## src/sv/gnep_ram.sv

```systemverilog
module gnep_ram #(
  parameter int WIDTH = 8,
  parameter int DEPTH = 32,
  localparam int AW   = (DEPTH > 1) ? $clog2(DEPTH) : 1
) (
  input  logic             clk_i,
  input  logic             we_i,
  input  logic [AW-1:0]    waddr_i,
  input  logic [WIDTH-1:0] wdata_i,
  input  logic             re_i,
  input  logic [AW-1:0]    raddr_i,
  output logic [WIDTH-1:0] rdata_o
);

  logic [WIDTH-1:0] mem_q [DEPTH];
  logic [WIDTH-1:0] rdata_q;

  always_ff @(posedge clk_i) begin
    if (we_i) begin
      mem_q[waddr_i] <= wdata_i;
    end
    if (re_i) begin
      rdata_q <= mem_q[raddr_i];
    end
  end

  assign rdata_o = rdata_q;

endmodule
```

## config.mk

```make
export PLATFORM = sky130hd
export DESIGN_NAME = gnep_ram
export DESIGN_NICKNAME = d
export VERILOG_FILES = /design/src/sv/gnep_ram.sv
export SDC_FILE = /design/constraint.sdc
export NUM_CORES = 1
export LEC_CHECK = 0
export ABC_AREA = 1
export ABC_CLOCK_PERIOD_IN_PS = 1100
export BUFFER_PORTS_ARGS = -buffer_cell sky130_fd_sc_hd__buf_2
export CORE_UTILIZATION = 35
export DETAILED_ROUTE_END_ITERATION = 8
export PLACE_DENSITY = 0.58
export SYNTH_ARGS = -nofsm -noshare
export SYNTH_HDL_FRONTEND = slang
export SYNTH_SLANG_ARGS = --single-unit
```

## constraint.sdc

```tcl
create_clock -name clk_i -period 1.1 [get_ports clk_i]
set_input_delay 0.165 -clock clk_i [delete_from_list [all_inputs] [get_ports clk_i]]
set_output_delay 0.165 -clock clk_i [all_outputs]
set_load 0.02 [all_outputs]
```

==> key figures, run 1 <==
Outcome
  – Status: finished, violations left
  – Failing checks: setup timing

Setup path
  – CP max stage delay: 460 ps
  – Crit path launch type: flop
  – Critical Path RT: 940 ps
  – Critical-path top delay cell: edfxtp_1
  – WP data arrival: 1160 ps
  – Critical path's top delay family: flip-flops
  – Maximum fanout along the worst path: 1
  – CP endpoint kind: primary output
  – CP bufs+invs: 1
  – Critical Path, Cell by Cell: buf_6
  – Crit Path Class: flop to primary output

Global routing
  – Vias in the first global route: 6762
  – Largest net degree at the start of global routing: 42
  – Initial antenna violation count: 0
  – First-pass GRT wire length: 40200 um
  – GR Util All Layers: 0.1695
  – GR Overflow Total: 0

Logic synthesis
  – Cells after Synth: 922
  – Synth top cells by count: nand2_1, edfxtp_1, nand3_1, nor2_1, buf_6
  – Post-Syn Nets: 943
  – Ys async rst share: 0
  – Cell taking the most area after synthesis: edfxtp_1
  – #FFs+latches synth: 264
  – Most frequent cell after synthesis: nand2_1
  – Number of synthesized flops with an enable pin: 264
  – Distinct cell type count after synthesis: 11
  – Mapped cell area: 10870 sq um
  – Area contributors post-synth: edfxtp_1, nand2_1, nand3_1
  – Synth top area share: 0.7295
  – YS warnings: 0
  – Prevailing post-synth register cell: edfxtp_1
  – Syn avg cell area: 11.79 sq um
  – Sequential share of the synthesized area: 0.7295

Drt
  – Vias/cell: 4.928
  – Via count: 6958
  – First-pass DRT Iterations: 6
  – Initial drt markers: 523
  – ANT nets after route: 0
  – DR DRC count: 0
  – Wire per inst: 18.78 um
  – Drt total wl: 26510 um

Layout
  – Layout Nets: 1019
  – Final core utilization: 0.4248
  – Share of cells above drive strength 1: 0.2136
  – Diodes inserted: 0
  – P&R area growth vs syn: 19.59%

STA
  – Rel. slew slack: 0.4748
  – Period utilization: 1.207
  – Peak Freq: 753.4 MHz
  – Final setup viols: 16
  – Fin crit period: 1327 ps
  – Max-slew violations: 0
  – Final Hold Fails: 0
  – Worst-Margin Slew: 787.8 ps
  – Clk_skew: 13.82 ps
  – Unrepaired setup endpoints after global routing: yes
  – Final worst slack: -227.3 ps

Power
  – Leak: 4.827 nW
  – VDD IR max: 1004 uV
  – Tot Pwr: 0.02120 W
  – PD cells: 1632 nW/um^2

CTS
  – TritonCTS clock tree: yes
  – Worst skew pair latency: 540 ps
  – Post-CTS Setup Inserts: 0
  – Sink Count: 264
  – CTS Buf Count: 27
  – Clock root buffer: clkbuf_16
  – Clock transition at path regs: 60 ps
  – Clock buffer depth: 3
  – CTS H-Tree Depth: 1

Placement
  – I/O Buffers: 28
  – Dpl ws: -459.4 ps
  – Dpl hpwl: 16140 um
  – GPL Wtd Cong: 0.8076

Die
  – DIE WIDTH: 178.2 um
  – DIE HEIGHT: 178.2 um
  – I/O pins: 29
  – Site row count: 64
  – Die area: 31760 sq um
  – Core Area: 30590 sq um
  – Starting density of the core: 0.3552

Job
  – MaxCap Viol Count: 0

Hold path
  – Hold WC Path Type: input pin to flop
registers in the layout, summed over array words and instances, names as in the netlist:
register	flops
rdata_o	8
mem_q	256
path summary, 6_finish.rpt:
path / from / endpoint / slack (ps) / cells after the start
max: rdata_o[0] / rdata_o[0] / -230 / 1
min: raddr_i[4] / rdata_o[5] / 100 / 3
max reg2reg: mem_q[1][6] / rdata_o[6] / -120 / 8
min reg2reg: mem_q[0][0] / rdata_o[0] / 830 / 8
cell families after synthesis:
logic type	share of synthesized area
AND/OR/NAND/NOR	0.2294
flip-flops	0.7295
buffers and inverters	0.04111
cell usage in the layout (no fill, tap or decap):
master	count
buf_12	15
buf_2	21
buf_4	56
buf_6	6
bufinv_16	1
clkbuf_1	8
clkbuf_16	27
clkinv_1	7
clkinv_2	2
clkinvlp_4	1
dlygate4sd3_1	1
edfxtp_1	264
inv_1	8
inv_2	1
inv_6	2
nand2_1	327
nand2_2	33
nand3_1	154
nand3_2	49
nand3_4	1
nor2_1	30
nor2_2	2
report_power, final:
part / switching, W / leakage (nW) / internal [W]
combinational: 0.00110 / 2.06 / 0.000519
sequential: 0.0000458 / 2.39 / 0.0112
clock: 0.00359 / 0.380 / 0.00472
total: 0.00474 / 4.83 / 0.0165
area by class of cell:
cell class | instances | area, sq um
fill | 2877 | 17590
sequential | 264 | 7928
multi-input combinational | 596 | 2838
timing repair buffer | 99 | 903.4
clock buffer | 35 | 705.7
tap | 396 | 495.5
clock inverter | 12 | 82.58
inverter | 10 | 42.54
layer usage:
layer	vias to the layer above	wire length [um]	GRT usage
li1	3362	-	-
met1	3368	12210	0.2427
met2	192	12380	0.2719
met3	36	1447	0.02536
met4	0	474	0.03778
met5	-	0	0
what timing repair did:
action | 4_1_cts | 5_1_grt
hold buffers | 1 | 0
pin swaps | 50 | 29
setup endpoints to repair | 16 | 16
gates cloned | 0 | 0
gates resized for setup | 65 | 31
endpoints found under the hold margin | 8 | 0
per-stage QoR:
| stage | instances | instance area [sq um] | TNS [ps] | hold WS (ps) |
|---|---|---|---|---|
| 6_report | 1412 | 13000 | -2101 | 104.9 |
| 5_1_grt | 1412 | 13000 | -2978 | 94.01 |
| 4_1_cts | 1412 | 12860 | -2199 | 71.07 |
| 3_5_place_dp | 1364 | 11820 | -43000 | 551.0 |
| 3_3_place_gp | 1364 | 11820 | -41150 | 552.0 |
| 2_1_floorplan | 922 | 10930 | -21810 | 263.9 |
Power figures use the tool's default switching activity.
==> run 2, diff against run 1 <==
Settings changed: CORE_UTILIZATION 35 to 42, MAX_ROUTING_LAYER set to met4, PLACE_DENSITY 0.58 to 0.66.
==> key figures, run 2 (synthesis gave the netlist of run 1 again) <==
Outcome
  – Status: finished, violations left
  – Failing checks: setup timing

Job
  – MaxCap Viol Count: 0 (unchanged)

Power
  – VDD IR max: 1205 uV (+20%)
  – Leak: 4.896 nW (+1.4%)
  – Tot Pwr: 0.02163 W (+2.0%)
  – PD cells: 1655 nW/um^2 (+1.4%)

CTS
  – CTS H-Tree Depth: 1 (unchanged)
  – Post-CTS Setup Inserts: 0 (unchanged)
  – Clock transition at path regs: 60 ps (about the same)
  – Worst skew pair latency: 530 ps (about the same)
  – Sink Count: 264 (unchanged)
  – Clock buffer depth: 3 (unchanged)
  – TritonCTS clock tree: yes
  – Clock root buffer: clkbuf_16
  – CTS Buf Count: 26 (-3.7%)

STA
  – Final setup TNS: -2352 ps (-250.2 ps)
  – Unrepaired setup endpoints after global routing: yes
  – Clk_skew: 15.48 ps (+1.660 ps)
  – Peak Freq: 738.8 MHz (-1.9%)
  – Rel. slew slack: 0.4838 (+0.008960)
  – Max-slew violations: 0 (unchanged)
  – Hold_ws: 101.4 ps (-3.471 ps)
  – Final setup viols: 16 (unchanged)
  – Worst-Margin Slew: 774.3 ps (-13.44 ps)
  – Final worst slack: -253.6 ps (-26.31 ps)
  – Period utilization: 1.231 (+0.02392)
  – Final Hold Fails: 0 (unchanged)
  – Fin crit period: 1354 ps (+26.31 ps)

Global routing
  – Most used routing layer: met2
  – Met1 Track Usage GR: 0.2707 (+0.02798)
  – Largest net degree at the start of global routing: 59 (+40%)
  – M3 GR Usage: 0.02827 (+0.002904)
  – Initial antenna violation count: 0 (unchanged)
  – First-pass GRT wire length: 40240 um (+0.10%)
  – GR Util All Layers: 0.2081 (+0.03852)
  – GR Overflow Total: 0 (unchanged)
  – Vias in the first global route: 7116 (+5.2%)
  – Grt met2 use: 0.3362 (+0.06428)

Placement
  – I/O Buffers: 28 (unchanged)
  – Dpl hpwl: 15980 um (-1.0%)
  – Cells after DPL: 1299 (-4.8%)
  – Dpl ws: -424.2 ps (+35.19 ps)
  – GPL Wtd Cong: 0.8023 (-0.66%)

Setup path
  – CP bufs+invs: 1 (unchanged)
  – Critical-path top delay cell: edfxtp_1
  – Critical Path RT: 940 ps (about the same)
  – Maximum fanout along the worst path: 1 (unchanged)
  – CP endpoint kind: primary output
  – Crit path launch type: flop
  – WP data arrival: 1190 ps (+30 ps)
  – CP max stage delay: 480 ps (+20 ps)
  – Critical Path, Cell by Cell: buf_6
  – Crit Path Class: flop to primary output
  – Critical path's top delay family: flip-flops

Drt
  – Drt total wl: 26410 um (-0.38%)
  – ANT nets after route: 0 (unchanged)
  – Via count: 7065 (+1.5%)
  – Wire per inst: 19.62 um (+4.5%)
  – Initial drt markers: 499 (-4.6%)
  – Vias/cell: 5.249 (+6.5%)
  – First-pass DRT Iterations: 4 (-2)
  – DR DRC count: 0 (unchanged)

Hold path
  – Hold WC Path Type: input pin to flop

Layout
  – Share of cells above drive strength 1: 0.2589 (+0.04528)
  – Filler instances: 2191 (-24%)
  – Most frequent cells in the layout: nand2_1, edfxtp_1, nand3_1, nand3_2, buf_4
  – P&R area growth vs syn: 20.32%
  – Layout Nets: 1019 (unchanged)
  – Largest Register: mem_q
  – Final cell count without fillers: 1346 (-4.7%)
  – Max reg flops: 256 (unchanged)
  – Reg area: 7928 sq um (unchanged)
  – Most common cell after layout, fill and taps aside: nand2_1
  – Area occupied by multi-input gates: 3023 sq um (+6.5%)
  – Diodes inserted: 0 (unchanged)

Die
  – Die area: 26520 sq um (-16%)
  – DIE HEIGHT: 162.9 um (-8.6%)
  – Core Area: 25250 sq um (-17%)
  – DIE WIDTH: 162.9 um (-8.6%)
  – Site row count: 58 (-9.4%)
  – I/O pins: 29 (unchanged)
  – Starting density of the core: 0.4303 (+0.07505)
run 2: final cells by class:
cell class              instances  share of cell area
flip-flops and latches        264              0.6063
inverters                      10            0.003254
clock inverters                16             0.01120
clock buffers                  30             0.05254
repair buffers                100             0.06392
well taps                     330             0.03158
multi-input cells             596              0.2312
run 2: where the power goes:
| part | internal, W | switching [W] |
|---|---|---|
| registers | 0.0112 | 0.0000607 |
| clock network | 0.00513 | 0.00358 |
| logic | 0.000518 | 0.00112 |
run 2: per-layer routing:
metal	part of all wire	vias to the layer above
met4	0.030	0
met5	0	-
met3	0.057	52
li1	-	3358
met2	0.48	220
met1	0.43	3435
run 2: timing repair:
item                                   in CTS  in global routing
endpoints found under the hold margin       8                  0
gates resized for setup                    61                 82
hold buffers                                1                  0
pin swaps                                  41                 73
setup endpoints to repair                  16                 16
run 2: worst register-to-register path: stages (launching register included):
cell and delay (ps):
edfxtp_1 390, nand2_1 110, nand3_2 90, nand3_2 80, nand2_2 50, nand2_1 50, nand2_1 50, nand2_1 80
nand2_1 60
run 2: per-stage QoR:
step | utilization | area [sq um]
finish | 0.5177 | 13080
global route | 0.5177 | 13080
CTS | 0.5046 | 12740
detailed placement | 0.4616 | 11660
global placement | 0.4616 | 11660
floorplan | - | 10930
run 2: final timing paths:
| path | start | end | slack, ps | depth (start not counted) |
|---|---|---|---|---|
| max | rdata_o[0] | rdata_o[0] | -250 | 1 |
| min | raddr_i[4] | rdata_o[1] | 100 | 3 |
| max reg2reg | mem_q[12][3] | rdata_o[3] | -90 | 8 |
| min reg2reg | mem_q[4][0] | rdata_o[0] | 840 | 8 |
==> run 3, diff against run 2 <==
Settings changed: CTS_BUF_LIST set to sky130_fd_sc_hd__clkbuf_16, SKIP_LAST_GASP set to 1.
==> key figures, run 3 (synthesis gave the netlist of run 1 again) <==
Layout
  – Layout Nets: 1019 (unchanged)
  – Most common cell after layout, fill and taps aside: nand2_1
  – Area occupied by multi-input gates: 3018 sq um (-0.17%)
  – Filler instances: 2191 (unchanged)
  – Max reg flops: 256 (unchanged)
  – Reg area: 7928 sq um (unchanged)
  – P&R area growth vs syn: 20.28% (about the same)
  – Final core utilization: 0.5175 (about the same)
  – Share of cells above drive strength 1: 0.2579 (-0.0009843)
  – Diodes inserted: 0 (unchanged)
  – Largest Register: mem_q
  – Most frequent cells in the layout: nand2_1, edfxtp_1, nand3_1, nand3_2, buf_4

Outcome
  – Status: finished, violations left
  – Failing checks: setup timing

Setup path
  – CP endpoint kind: primary output
  – Crit path launch type: flop
  – Crit Path Class: flop to primary output
  – Critical path's top delay family: flip-flops
  – WP data arrival: 1190 ps (about the same)
  – Reg-to-reg endpoint: rdata_o[7]
  – Maximum fanout along the worst path: 1 (unchanged)
  – Reg-to-reg startpoint: mem_q[18][7]
  – CP bufs+invs: 1 (unchanged)
  – Critical Path, Cell by Cell: buf_6
  – Reg2reg setup slack: -90 ps (about the same)
  – CP max stage delay: 480 ps (about the same)
  – Critical Path RT: 940 ps (about the same)
  – Path depth of the worst reg2reg path: 8 (unchanged)
  – Critical-path top delay cell: edfxtp_1

Drt
  – Wire per inst: 19.60 um (-0.13%)
  – Initial drt markers: 548 (+9.8%)
  – Drt total wl: 26380 um (-0.13%)
  – First-pass DRT Iterations: 5 (+1)
  – Via count: 7112 (+0.67%)
  – ANT nets after route: 0 (unchanged)
  – Vias/cell: 5.284 (+0.67%)
  – DR DRC count: 0 (unchanged)

Power
  – PD cells: 1653 nW/um^2 (-0.11%)
  – VDD IR max: 1193 uV (-1.0%)
  – Leak: 4.906 nW (+0.21%)

CTS
  – Worst skew pair latency: 530 ps (about the same)
  – CTS Buf Count: 26 (unchanged)
  – Clock transition at path regs: 60 ps (about the same)
  – Sink Count: 264 (unchanged)
  – Clock root buffer: clkbuf_16
  – TritonCTS clock tree: yes
  – Clock buffer depth: 3 (unchanged)
  – CTS H-Tree Depth: 1 (unchanged)

STA
  – Clk_skew: 13.40 ps (-2.083 ps)
  – Final worst slack: -254.1 ps (-0.4720 ps)
  – Period utilization: 1.231 (about the same)
  – Rel. slew slack: 0.4998 (+0.01606)
  – Final Hold Fails: 0 (unchanged)
  – Fin crit period: 1354 ps (+0.4720 ps)
  – Max-slew violations: 0 (unchanged)
  – Final setup TNS: -2353 ps (-0.8500 ps)
  – Final setup viols: 16 (unchanged)
  – Peak Freq: 738.5 MHz (about the same)
  – Unrepaired setup endpoints after global routing: yes
  – Worst-Margin Slew: 750.2 ps (-24.09 ps)

Placement
  – Dpl hpwl: 15980 um (unchanged)
  – I/O Buffers: 28 (unchanged)
  – Dpl ws: -424.2 ps (unchanged)
  – GPL Wtd Cong: 0.8023 (unchanged)

Hold path
  – Hold Startpoint: raddr_i[4]
  – Hold Path Stages: 3 (unchanged)
  – Hold Crit Endpoint: rdata_o[1]
  – Hold WC Path Type: input pin to flop

Die
  – I/O pins: 29 (unchanged)
  – DIE WIDTH: 162.9 um (unchanged)
  – Core Area: 25250 sq um (unchanged)
  – Site row count: 58 (unchanged)
  – Die area: 26520 sq um (unchanged)
  – Starting density of the core: 0.4303 (unchanged)
  – DIE HEIGHT: 162.9 um (unchanged)

Global routing
  – Vias in the first global route: 7116 (unchanged)
  – Initial antenna violation count: 0 (unchanged)
  – GR Overflow Total: 0 (unchanged)
  – GR Util All Layers: 0.2081 (unchanged)
  – First-pass GRT wire length: 40240 um (unchanged)
  – Largest net degree at the start of global routing: 59 (unchanged)

Job
  – MaxCap Viol Count: 0 (unchanged)
run 3: per-stage QoR:
stage / std cells / instance area [sq um] / hold WS [ps] / power, W
3_5_place_dp: 1299 / 11660 / 528.1 / 0.01292
5_1_grt: 1346 / 13070 / 125.1 / 0.02221
2_1_floorplan: 922 / 10930 / 263.9 / 0.01233
3_3_place_gp: 1299 / 11660 / 524.1 / 0.01290
4_1_cts: 1346 / 12740 / 88.74 / 0.02160
6_report: 1346 / 13070 / 106.6 / 0.02160
run 3: timing repair:
| action | CTS | global route |
|---|---|---|
| endpoints found under the hold margin | 8 | 0 |
| setup endpoints to repair | 16 | 16 |
| pin swaps | 41 | 69 |
| hold buffers | 1 | 0 |
| setup buffers | 0 | 0 |
| gates resized for setup | 61 | 81 |
run 3: metal layers:
metal | up-vias | part of all wire | GRT usage
met1 | 3476 | 0.42 | 0.2707
li1 | 3358 | - | -
met4 | 0 | 0.030 | 0.07052
met5 | - | 0 | -
met2 | 227 | 0.48 | 0.3362
met3 | 51 | 0.061 | 0.02827
run 3: final cells by class:
class / count / area share
clock buffer: 27 / 0.05169
tap: 330 / 0.03159
inverter: 10 / 0.003255
multi-input combinational: 596 / 0.2309
sequential: 264 / 0.6065
clock inverter: 19 / 0.01206
timing repair buffer: 100 / 0.06395
run 3: worst register-to-register path, cell delays in order, from the launching register on:
cell	delay, ps
edfxtp_1	370
nand2_1	90
nand3_2	100
nand3_2	90
nand2_2	60
nand2_2	70
nand2_2	80
nand2_1	60
nand2_1	50
run 3: how the worst max path moves through the flow:
stage | startpoint | to | cells past startpoint
after floorplan | waddr_i[0] | mem_q[0][0] | 3
after global placement | raddr_i[0] | rdata_o[1] | 10
after detailed placement | raddr_i[0] | rdata_o[4] | 10
after CTS | rdata_o[0] | rdata_o[0] | 1
after global routing | rdata_o[0] | rdata_o[0] | 1
final | rdata_o[1] | rdata_o[1] | 1
run 3: power breakdown:
| group | internal [W] | switching [W] | total [W] |
|---|---|---|---|
| sequential | 0.0112 | 0.0000601 | 0.0113 |
| clock | 0.00510 | 0.00358 | 0.00868 |
| combinational | 0.000518 | 0.00112 | 0.00164 |
